$ cat config.mk
export PLATFORM = sky130hd
export DESIGN_NAME = rpn_stack_calculator
export DESIGN_NICKNAME = d
export VERILOG_FILES = /design/src/design/rpn_pkg.sv /design/src/design/rpn_stack_calculator.sv /design/src/design/rpn_ram.sv /design/src/design/rpn_alu.sv
export SDC_FILE = /design/constraint.sdc
export NUM_CORES = 1
export LEC_CHECK = 0
export BUFFER_PORTS_ARGS = -buffer_cell sky130_fd_sc_hd__buf_2
export CORE_ASPECT_RATIO = 1.4
export CORE_MARGIN = 1.5
export CORE_UTILIZATION = 50
export CTS_BUF_LIST = sky130_fd_sc_hd__clkbuf_16
export CTS_CLUSTER_DIAMETER = 120
export DETAILED_ROUTE_END_ITERATION = 8
export MAX_ROUTING_LAYER = met4
export PLACE_DENSITY = 0.75
export SYNTH_ARGS = -nofsm -noshare
export SYNTH_HDL_FRONTEND = slang
export SYNTH_SLANG_ARGS = --single-unit
export TNS_END_PERCENT = 10
$ cat constraint.sdc
create_clock -name clk -period 18.15 [get_ports clk]
set_clock_uncertainty 0.15 [all_clocks]
set_input_delay 0 -clock clk [delete_from_list [all_inputs] [get_ports clk]]
set_output_delay 0 -clock clk [all_outputs]
set_load 0.03 [all_outputs]
$ cat src/design/rpn_pkg.sv
// Shared constants and types for the RPN stack calculator.
package rpn_pkg;

  localparam int STACK_DEPTH = 16;
  localparam int DATA_W      = 32;
  localparam int ACT_W       = 3;
  localparam int ERR_W       = 2;
  localparam int DEPTH_W     = 5;
  localparam int CNT_W       = $clog2(STACK_DEPTH + 1);
  localparam int ADDR_W      = (STACK_DEPTH > 1) ? $clog2(STACK_DEPTH) : 1;
  localparam int ITER_W      = $clog2(DATA_W);

  localparam logic [ACT_W-1:0] ACT_PUSH = 3'd0;
  localparam logic [ACT_W-1:0] ACT_ADD  = 3'd1;
  localparam logic [ACT_W-1:0] ACT_SUB  = 3'd2;
  localparam logic [ACT_W-1:0] ACT_MUL  = 3'd3;
  localparam logic [ACT_W-1:0] ACT_DIV  = 3'd4;

  localparam logic [ERR_W-1:0] ERR_OK    = 2'd0;
  localparam logic [ERR_W-1:0] ERR_DIV0  = 2'd1;
  localparam logic [ERR_W-1:0] ERR_UNDER = 2'd2;
  localparam logic [ERR_W-1:0] ERR_OVER  = 2'd3;

  typedef struct packed {
    logic             start;
    logic [ACT_W-1:0] op;
  } alu_ctrl_t;

  typedef struct packed {
    logic busy;
    logic done;
  } alu_stat_t;

endpackage

$ cat src/design/rpn_stack_calculator.sv
// Push, error cases and unknown actions report in the cycle after the item is accepted.
// Add, subtract, multiply and divide pass through a stack read state, one iteration per data
// bit and a finishing state in the serial arithmetic unit, and a write-back that registers
// the result. Throughput: one push per cycle while idle; no item is taken while an operator runs.
// The done strobe lasts one cycle and cannot be held off. Reset empties the stack and
// idles the controller; stored entries are not cleared.
module rpn_stack_calculator (
  input  logic                        clk,
  input  logic                        rst,
  input  logic                        start,
  output logic                        busy,
  output logic                        done,
  input  logic [rpn_pkg::ACT_W-1:0]   action,
  input  logic signed [rpn_pkg::DATA_W-1:0] number,
  output logic signed [rpn_pkg::DATA_W-1:0] top_value,
  output logic [rpn_pkg::DEPTH_W-1:0] depth,
  output logic [rpn_pkg::ERR_W-1:0]   error
);

  localparam int W  = rpn_pkg::DATA_W;
  localparam int CW = rpn_pkg::CNT_W;
  localparam int AW = rpn_pkg::ADDR_W;

  typedef enum logic [1:0] {S_IDLE, S_LOAD, S_WAIT} state_t;

  state_t                    state;
  logic [CW-1:0]             cnt;
  logic [W-1:0]              top;
  logic [rpn_pkg::ACT_W-1:0] op;
  logic                      accept;
  logic                      full;
  logic                      ram_we;
  logic [CW-1:0]             waddr_full;
  logic [CW-1:0]             raddr_full;
  logic [W-1:0]              ram_rdata;
  logic [W-1:0]              top_shown;
  rpn_pkg::alu_ctrl_t        alu_ctrl;
  rpn_pkg::alu_stat_t        alu_stat;
  logic [W-1:0]              alu_result;

  // The top entry lives in a register; the RAM holds the entries beneath it.
  assign accept     = start && (state == S_IDLE);
  assign full       = (cnt >= CW'(rpn_pkg::STACK_DEPTH));
  assign ram_we     = accept && (action == rpn_pkg::ACT_PUSH) && !full && (cnt != '0);
  assign waddr_full = cnt - 1'b1;
  assign raddr_full = cnt - CW'(2);
  assign top_shown  = (cnt == '0) ? '0 : top;
  assign busy       = (state != S_IDLE);

  assign alu_ctrl.start = (state == S_LOAD);
  assign alu_ctrl.op    = op;

  rpn_ram #(
    .WIDTH (W),
    .DEPTH (rpn_pkg::STACK_DEPTH)
  ) u_ram (
    .clk   (clk),
    .we    (ram_we),
    .waddr (waddr_full[AW-1:0]),
    .wdata (top),
    .raddr (raddr_full[AW-1:0]),
    .rdata (ram_rdata)
  );

  rpn_alu u_alu (
    .clk    (clk),
    .rst    (rst),
    .ctrl   (alu_ctrl),
    .a      (ram_rdata),
    .b      (top),
    .stat   (alu_stat),
    .result (alu_result)
  );

  always_ff @(posedge clk) begin
    if (rst) begin
      state <= S_IDLE;
      cnt   <= '0;
      done  <= 1'b0;
    end else begin
      done <= 1'b0;
      unique case (state)
        S_IDLE: begin
          if (start) begin
            priority if (action == rpn_pkg::ACT_PUSH) begin
              done <= 1'b1;
              if (full) begin
                top_value <= top_shown;
                depth     <= rpn_pkg::DEPTH_W'(cnt);
                error     <= rpn_pkg::ERR_OVER;
              end else begin
                top       <= W'(number);
                cnt       <= cnt + 1'b1;
                top_value <= number;
                depth     <= rpn_pkg::DEPTH_W'(cnt + 1'b1);
                error     <= rpn_pkg::ERR_OK;
              end
            end else if (action == rpn_pkg::ACT_ADD || action == rpn_pkg::ACT_SUB ||
                         action == rpn_pkg::ACT_MUL || action == rpn_pkg::ACT_DIV) begin
              if (cnt < CW'(2)) begin
                done      <= 1'b1;
                top_value <= top_shown;
                depth     <= rpn_pkg::DEPTH_W'(cnt);
                error     <= rpn_pkg::ERR_UNDER;
              end else if (action == rpn_pkg::ACT_DIV && top == '0) begin
                done      <= 1'b1;
                top_value <= top_shown;
                depth     <= rpn_pkg::DEPTH_W'(cnt);
                error     <= rpn_pkg::ERR_DIV0;
              end else begin
                op    <= action;
                state <= S_LOAD;
              end
            end else begin
              // Unknown action codes leave the stack alone.
              done      <= 1'b1;
              top_value <= top_shown;
              depth     <= rpn_pkg::DEPTH_W'(cnt);
              error     <= rpn_pkg::ERR_OK;
            end
          end
        end
        S_LOAD: begin
          state <= S_WAIT;
        end
        S_WAIT: begin
          if (alu_stat.done) begin
            top       <= alu_result;
            cnt       <= cnt - 1'b1;
            done      <= 1'b1;
            top_value <= alu_result;
            depth     <= rpn_pkg::DEPTH_W'(cnt - 1'b1);
            error     <= rpn_pkg::ERR_OK;
            state     <= S_IDLE;
          end
        end
        default: begin
          state <= S_IDLE;
        end
      endcase
    end
  end

  a_done_not_busy: assert property (@(posedge clk) disable iff (rst)
    done |-> !busy)
    else $error("result strobe while the controller is busy");

  a_cnt_bounded: assert property (@(posedge clk) disable iff (rst)
    cnt <= CW'(rpn_pkg::STACK_DEPTH))
    else $error("stack count beyond capacity");

  a_over_full: assert property (@(posedge clk) disable iff (rst)
    (done && error == rpn_pkg::ERR_OVER) |-> (cnt == CW'(rpn_pkg::STACK_DEPTH)))
    else $error("overflow reported on a stack that is not full");

  a_alu_in_wait: assert property (@(posedge clk) disable iff (rst)
    (alu_stat.busy || alu_stat.done) |-> (state == S_WAIT))
    else $error("arithmetic unit active outside the wait state");

endmodule

$ cat src/design/rpn_ram.sv
// Generic single-write, single-read RAM with registered read data.
module rpn_ram #(
  parameter int WIDTH = 32,
  parameter int DEPTH = 16,
  localparam int AW = (DEPTH > 1) ? $clog2(DEPTH) : 1
) (
  input  logic             clk,
  input  logic             we,
  input  logic [AW-1:0]    waddr,
  input  logic [WIDTH-1:0] wdata,
  input  logic [AW-1:0]    raddr,
  output logic [WIDTH-1:0] rdata
);

  logic [WIDTH-1:0] mem [DEPTH];

  always_ff @(posedge clk) begin
    if (we) begin
      mem[waddr] <= wdata;
    end
    rdata <= mem[raddr];
  end

endmodule

$ cat src/design/rpn_alu.sv
// Serial arithmetic unit: add and subtract a bit per cycle, multiply and divide radix 2.
module rpn_alu (
  input  logic                       clk,
  input  logic                       rst,
  input  rpn_pkg::alu_ctrl_t         ctrl,
  input  logic [rpn_pkg::DATA_W-1:0] a,
  input  logic [rpn_pkg::DATA_W-1:0] b,
  output rpn_pkg::alu_stat_t         stat,
  output logic [rpn_pkg::DATA_W-1:0] result
);

  localparam int W = rpn_pkg::DATA_W;

  typedef enum logic [1:0] {S_IDLE, S_RUN, S_FIN} state_t;

  state_t                        state;
  logic [rpn_pkg::ACT_W-1:0]     op;
  logic [W-1:0]                  ra;
  logic [W-1:0]                  rb;
  logic [W-1:0]                  res;
  logic [W-1:0]                  rem;
  logic                          carry;
  logic                          neg;
  logic                          done;
  logic [rpn_pkg::ITER_W-1:0]    iter;
  logic                          sum_bit;
  logic                          carry_next;
  logic [W:0]                    shifted;
  logic [W:0]                    trial;

  assign sum_bit    = ra[0] ^ rb[0] ^ carry;
  assign carry_next = (ra[0] & rb[0]) | (carry & (ra[0] ^ rb[0]));
  assign shifted    = {rem, ra[W-1]};
  assign trial      = shifted - {1'b0, rb};

  always_ff @(posedge clk) begin
    if (rst) begin
      state <= S_IDLE;
      done  <= 1'b0;
    end else begin
      done <= 1'b0;
      unique case (state)
        S_IDLE: begin
          if (ctrl.start) begin
            op    <= ctrl.op;
            iter  <= '0;
            res   <= '0;
            rem   <= '0;
            neg   <= a[W-1] ^ b[W-1];
            carry <= (ctrl.op == rpn_pkg::ACT_SUB);
            state <= S_RUN;
            if (ctrl.op == rpn_pkg::ACT_DIV) begin
              ra <= a[W-1] ? (W'(0) - a) : a;
              rb <= b[W-1] ? (W'(0) - b) : b;
            end else if (ctrl.op == rpn_pkg::ACT_SUB) begin
              ra <= a;
              rb <= ~b;
            end else begin
              ra <= a;
              rb <= b;
            end
          end
        end
        S_RUN: begin
          if (op == rpn_pkg::ACT_MUL) begin
            if (rb[0]) begin
              res <= res + ra;
            end
            ra <= {ra[W-2:0], 1'b0};
            rb <= {1'b0, rb[W-1:1]};
          end else if (op == rpn_pkg::ACT_DIV) begin
            // Restoring division: the dividend register fills with quotient bits.
            if (!trial[W]) begin
              rem <= trial[W-1:0];
              ra  <= {ra[W-2:0], 1'b1};
            end else begin
              rem <= shifted[W-1:0];
              ra  <= {ra[W-2:0], 1'b0};
            end
          end else begin
            res   <= {sum_bit, res[W-1:1]};
            carry <= carry_next;
            ra    <= {1'b0, ra[W-1:1]};
            rb    <= {1'b0, rb[W-1:1]};
          end
          iter <= iter + 1'b1;
          if (iter == rpn_pkg::ITER_W'(W - 1)) begin
            state <= S_FIN;
          end
        end
        S_FIN: begin
          if (op == rpn_pkg::ACT_DIV) begin
            result <= neg ? (W'(0) - ra) : ra;
          end else begin
            result <= res;
          end
          done  <= 1'b1;
          state <= S_IDLE;
        end
        default: begin
          state <= S_IDLE;
        end
      endcase
    end
  end

  assign stat.busy = (state != S_IDLE);
  assign stat.done = done;

endmodule

# == Word-level counts from Yosys, hierarchy flattened ==
# Memory sizes are Yosys's and may differ from the RTL's. A register that Yosys moved wholly into a read port is not among the register bits.
# Cells that the tools add are included.
# word_totals
word_cells,184
out_inout_bits,41
regBits,255
mem_count,1
inputBits,38
mem_bits_rw,512
# op_classes
n_bitwise,11
n_reduce_logical,31
eq_ne,29
order_cmp,2
add_sub_neg,9
n_mux,82
# memory_table
name,depth,word_bits,read_ports,rd_ports_with_merged_regs,write_ports,line_no,text
u_ram.mem,16,32,1,1,1,rpn_ram.sv:15,logic [WIDTH-1:0] mem [DEPTH];
# ops
operator,n
$mux 32,31
$pmux 32 s2,6
$sub 1x32->32 const A,3
$mux 5,10
$sub 33x32->33,1
$add 32x32->32,1
$logic_not 32->1,1
$not 32->32,1
$pmux 5 s2,3
$mux 2,14
$reduce_and 5->1,4
$ne 2x2->1 const B,8
$mux 1,13
$eq 3x2->1 const B,4
$reduce_and 6->1,2
$add 5x1->5 const B,2
$ne 2x1->1 const B,5
$eq 3x3->1 const B,3
$pmux 2 s2,2
$reduce_and 4->1,2
$reduce_and 7->1,1
$ne 3x2->1 const B,2
$pmux 2 s3,1
$reduce_and 3->1,2
23 further kinds,42

# == Longest topological paths before layout ==
# depth
word_depth,8
mapped_depth,16
ltp_nobuf,14

# == Hierarchy ==
# From an unflattened synthesis, not the netlist that was laid out.
# unflattened
hier_cells,2693
area_unflattened_um2,36937.9
# by_module_without_submodules
module,instances,area_each_um2,cells_per_inst
rpn_ram,1,19836.5,838
rpn_alu,1,13177.6,1485
rpn_stack_calculator,1,3923.8,370

# == Least setup slack after synthesis ==
# Ideal clock, no wire load.
# synth_path
path_type,register to register
from,reg top[1]
to,reg depth[0] (netlist bit) (enable)
t_arrival_ps,5179
stages_incl_launch_ff,13
n_path_buf,0
path_slack_ps,12338
cell_sequence,edfxtp_1 > inv_1 > ha_1 > nor3b_1 > nand2_1 > or3_1 > or4_1 > nand2b_1 > nor3_1 > nor2_1 > o22ai_2 > a22oi_1 > nor3_1
# synth_between
elab_chain_len,4
# synth_rtl
item,line_no,text
"start, declared",rpn_stack_calculator.sv:28,logic [W-1:0] top;
"start signal, assigned",rpn_stack_calculator.sv:92,top <= W'(number);
"start signal, assigned",rpn_stack_calculator.sv:128,top <= alu_result;
$logic_not 32->1,rpn_stack_calculator.sv:105,end else if (action == rpn_pkg::ACT_DIV && top == '0) begin
$logic_and 1x1->1,rpn_stack_calculator.sv:105,
$ne 5x3->1 (no line),--,
$reduce_and 5->1 (no line),--,
"end signal, assigned",rpn_stack_calculator.sv:103,depth <= rpn_pkg::DEPTH_W'(cnt);
"end signal, assigned",rpn_stack_calculator.sv:108,depth <= rpn_pkg::DEPTH_W'(cnt);
"end signal, assigned",rpn_stack_calculator.sv:118,depth <= rpn_pkg::DEPTH_W'(cnt);
"end, declared",rpn_stack_calculator.sv:16,"output logic [rpn_pkg::DEPTH_W-1:0] depth,"
# No other way between the ends.
# A chain may end at the register's enable or synchronous reset.

# == Worst setup path in the final report ==
# layout_path
from,reg top[1]
to,reg top_value[3] (netlist bit) (enable)
# layout_between
elab_chain_len,4
# layout_rtl
item,line_no,text
$logic_not 32->1,rpn_stack_calculator.sv:105,
$logic_and 1x1->1,rpn_stack_calculator.sv:105,
$ne 5x3->1 (no line),--,
$reduce_and 5->1 (no line),--,
"end signal, assigned",rpn_stack_calculator.sv:102,top_value <= top_shown;
"end signal, assigned",rpn_stack_calculator.sv:107,top_value <= top_shown;
"end signal, assigned",rpn_stack_calculator.sv:117,top_value <= top_shown;
"end, declared",rpn_stack_calculator.sv:15,"output logic signed [rpn_pkg::DATA_W-1:0] top_value,"
# No other way between the ends.

==> results.py <==
metrics = {
    "outcome": {
        "status": "finished clean",
    },
    "cts": {
        "cts.sinks": 799,
        "root_buffer": "clkbuf_16",
        "clkSlewWorstSetupHoldPaths_ns": 0.07,
        "post_cts.repair.setup_buffers": 0,
        "clockBufferDepth": 3,
        "cts-buffers-inserted": 72,
        "cts_tree": "done",
        "htree_levels": 3,
        "clk_latency_ns": 0.66,
    },
    "synth": {
        "syn_inst": 2570,
        "ys_warn_count": 0,
        "yosys_register_bits": 799,
        "synthFlopType": "edfxtp_1",
        "syn_nets": 2688,
        "avgSynthCellArea_um2": 14.3,
        "ys_async_sr_fraction_pct": 0,
        "ys_seq_area_share_pct": 64.3,
        "synth_top_area_share_pct": 61.9,
        "netlist_top_cells_count": "edfxtp_1, nand2_1, nor2_1",
        "synth_area_leaders": "edfxtp_1, mux4_2, nand2_1",
        "synth_most_common_cell": "edfxtp_1",
        "yosysTopAreaCell": "edfxtp_1",
        "yosysUniqueCellTypes": 80,
        "synth_area_um2": 36700,
        "synth_edf_count": 756,
    },
    "global_route": {
        "grt_max_degree": 85,
        "grt-ovfl-total": 0,
        "grt_pass1_wl_mm": 143,
        "track_usage_pct": 26.5,
        "grt_pass1_vias": 23500,
        "antenna_found_initial": 1,
    },
    "timing": {
        "max_freq_mhz": 233,
        "setup_viol": 0,
        "min_period_over_period_pct": 23.6,
        "rsz0062_at_grt": "false",
        "holdWs_ns": 0.0487,
        "period_needed_ns": 4.29,
        "worst_slew_pin_slew_ns": 1.18,
        "tns_ns": 0,
        "maxSlewHeadroom_pct": 21.5,
        "slew_violations": 0,
        "hold_violations": 0,
    },
    "final_layout": {
        "antenna_cells": 0,
        "fin_nets": 2809,
        "seq_area_um2": 23600,
        "synthToLayoutAreaGrowth_pct": 12.3,
        "fillerInstances": 5552,
        "drive_gt1_share_pct": 16.6,
        "multi_input_area_um2": 12500,
        "fin_area_um2": 41200,
    },
    "pwr": {
        "netSwitchingFraction_pct": 20.8,
        "clock_power_share_pct": 42.6,
        "p_leak_nw": 14.3,
        "p_switching_w": 0.000757,
        "p_per_area_nw_per_um2": 88.5,
        "power_w": 0.00364,
        "comb_power_share_pct": 2.3,
        "peakVddDrop_v": 0.0000646,
        "sequentialPowerShare_pct": 55.1,
        "intPower_w": 0.00289,
    },
    "floorplanning": {
        "core_area_um2": 72600,
        "die_area_um2": 75000,
        "ios": 79,
        "die_height_um": 323,
        "row_count": 117,
        "start_util_pct": 50.5,
        "die_width_um": 232,
    },
    "critical_path": {
        "crit_family": "simple AND/OR/NAND/NOR gates",
        "rrSetupSlack_ns": 13.86,
        "crit_path_end_kind": "flip-flop",
        "path_buf_inv": 2,
        "cp_slowest_cell": "edfxtp_1",
        "startpoint_type": "flip-flop",
        "crit_chain": "inv_1 > ha_1 > nor3b_1 > nand2_1 > or3_1 > or4_1 > nand2b_1 > nor3_1 > nor2_1 > o22ai_2 > a22oi_1 > nor3_2 > buf_4",
        "critPathKind": "flip-flop to flip-flop",
        "crit_path_max_fanout": 24,
        "critPathArrivalTime_ns": 4.46,
        "ff2ff_path_depth": 13,
        "cp_data_required_time_ns": 18.32,
        "crit_path_max_incr_delay_ns": 0.65,
        "cp.depth": 13,
    },
    "drt": {
        "postRouteAntennaNets": 0,
        "routedWlPerCell_um": 25.8,
        "vias_per_cell": 6.19,
        "drt_wl_total_mm": 95.4,
        "drc": 0,
        "vias": 22900,
        "dr.pass1.iters": 7,
        "drt_iter0_markers": 2400,
    },
    "hold_path": {
        "hold-path-cell-count": 4,
        "hold_path_class": "input port to flip-flop",
    },
    "flow_run": {
        "drv_cap": 0,
    },
    "placed_design": {
        "io_buffers": 78,
        "gp_congestion": 0.927,
        "dp_hpwl_mm": 59.1,
        "place_area_um2": 38400,
    },
}
==> final cells by class <==
type | count | area share [%]
Tap cell | 952 | 2.89
Clock buffer | 72 | 4.38
Inverter | 93 | 0.848
Timing Repair Buffer | 170 | 2.87
Clock inverter | 60 | 1.43
Sequential cell | 799 | 57.2
Multi-Input combinational cell | 1555 | 30.3
==> worst paths after layout <==
path                     from            to
min reg2reg  u_alu.result[19]       top[19]
max                    top[1]  top_value[3]
min                number[19]       top[19]
max reg2reg            top[1]  top_value[3]
==> metrics by stage <==
stage,worst slack [ns],cells,utilization [%]
final,13.86,3701,56.7
after global routing,13.54,3701,56.7
after CTS,13.84,3701,56.7
after detailed placement,13.86,3528,52.9
after global placement,13.97,3528,52.9
after floorplan,12.34,2570,-
==> what timing repair did <==
| action | CTS | global route |
|---|---|---|
| hold endpoints to repair | 87 | 0 |
| resized for setup | 0 | 0 |
| hold buffers | 41 | 0 |
==> worst min-delay path, cell delays in order <==
cell           delay, ns
dlygate4sd3_1       0.52
buf_2               0.12
nand2_1             0.05
nand2_1             0.05
==> kinds of logic after synthesis <==
family,Yosys count,share of synthesized area (%)
xor+xnor,155,3.70
flops,799,64.3
buf+inv,216,2.29
mux,191,10.7
fa+ha+maj,80,2.79
compound gates,446,7.76
simple gates,683,8.52
==> power by group through the flow <==
stage	clock network, W	registers (W)	logic, W
CTS	0.00157	0.00201	0.0000817
global placement	0	0.00205	0.0000727
finish	0.00155	0.00201	0.0000824
floorplan	0	0.00205	0.0000428
global route	0.00163	0.00201	0.0000877
detailed placement	0	0.00205	0.0000741
==> flip-flops by register name, summed over array words and instances (netlist names), 2 cells and up <==
signal        cells
cnt               5
depth             5
error             2
op                3
state             2
top              32
top_value        32
u_alu.iter        5
u_alu.op          3
u_alu.ra         32
u_alu.rb         32
u_alu.rem        32
u_alu.res        32
u_alu.result     32
u_alu.state       2
u_ram.mem       512
u_ram.rdata      32
==> layer usage <==
metal  up-vias  wire (um)  global-route usage [%]
met1     11500      33100                    28.8
met3       276       6360                    3.87
met4         0       5540                    14.9
met2      1067      50500                    46.4
li1      10000          -                       -
met5         -          0                       -
==> layout by cell type (no fill, tap or decap), types with 51 or more instances in the layout <==
master / instances
a21oi_1: 132
o21ai_0: 109
mux4_2: 160
buf_4: 51
buf_2: 78
ha_1: 76
xnor2_1: 77
nor2_1: 155
inv_1: 108
xor2_1: 76
nand2_1: 310
edfxtp_1: 756
clkbuf_16: 72
No activity file was read; power rests on OpenSTA's default activity.
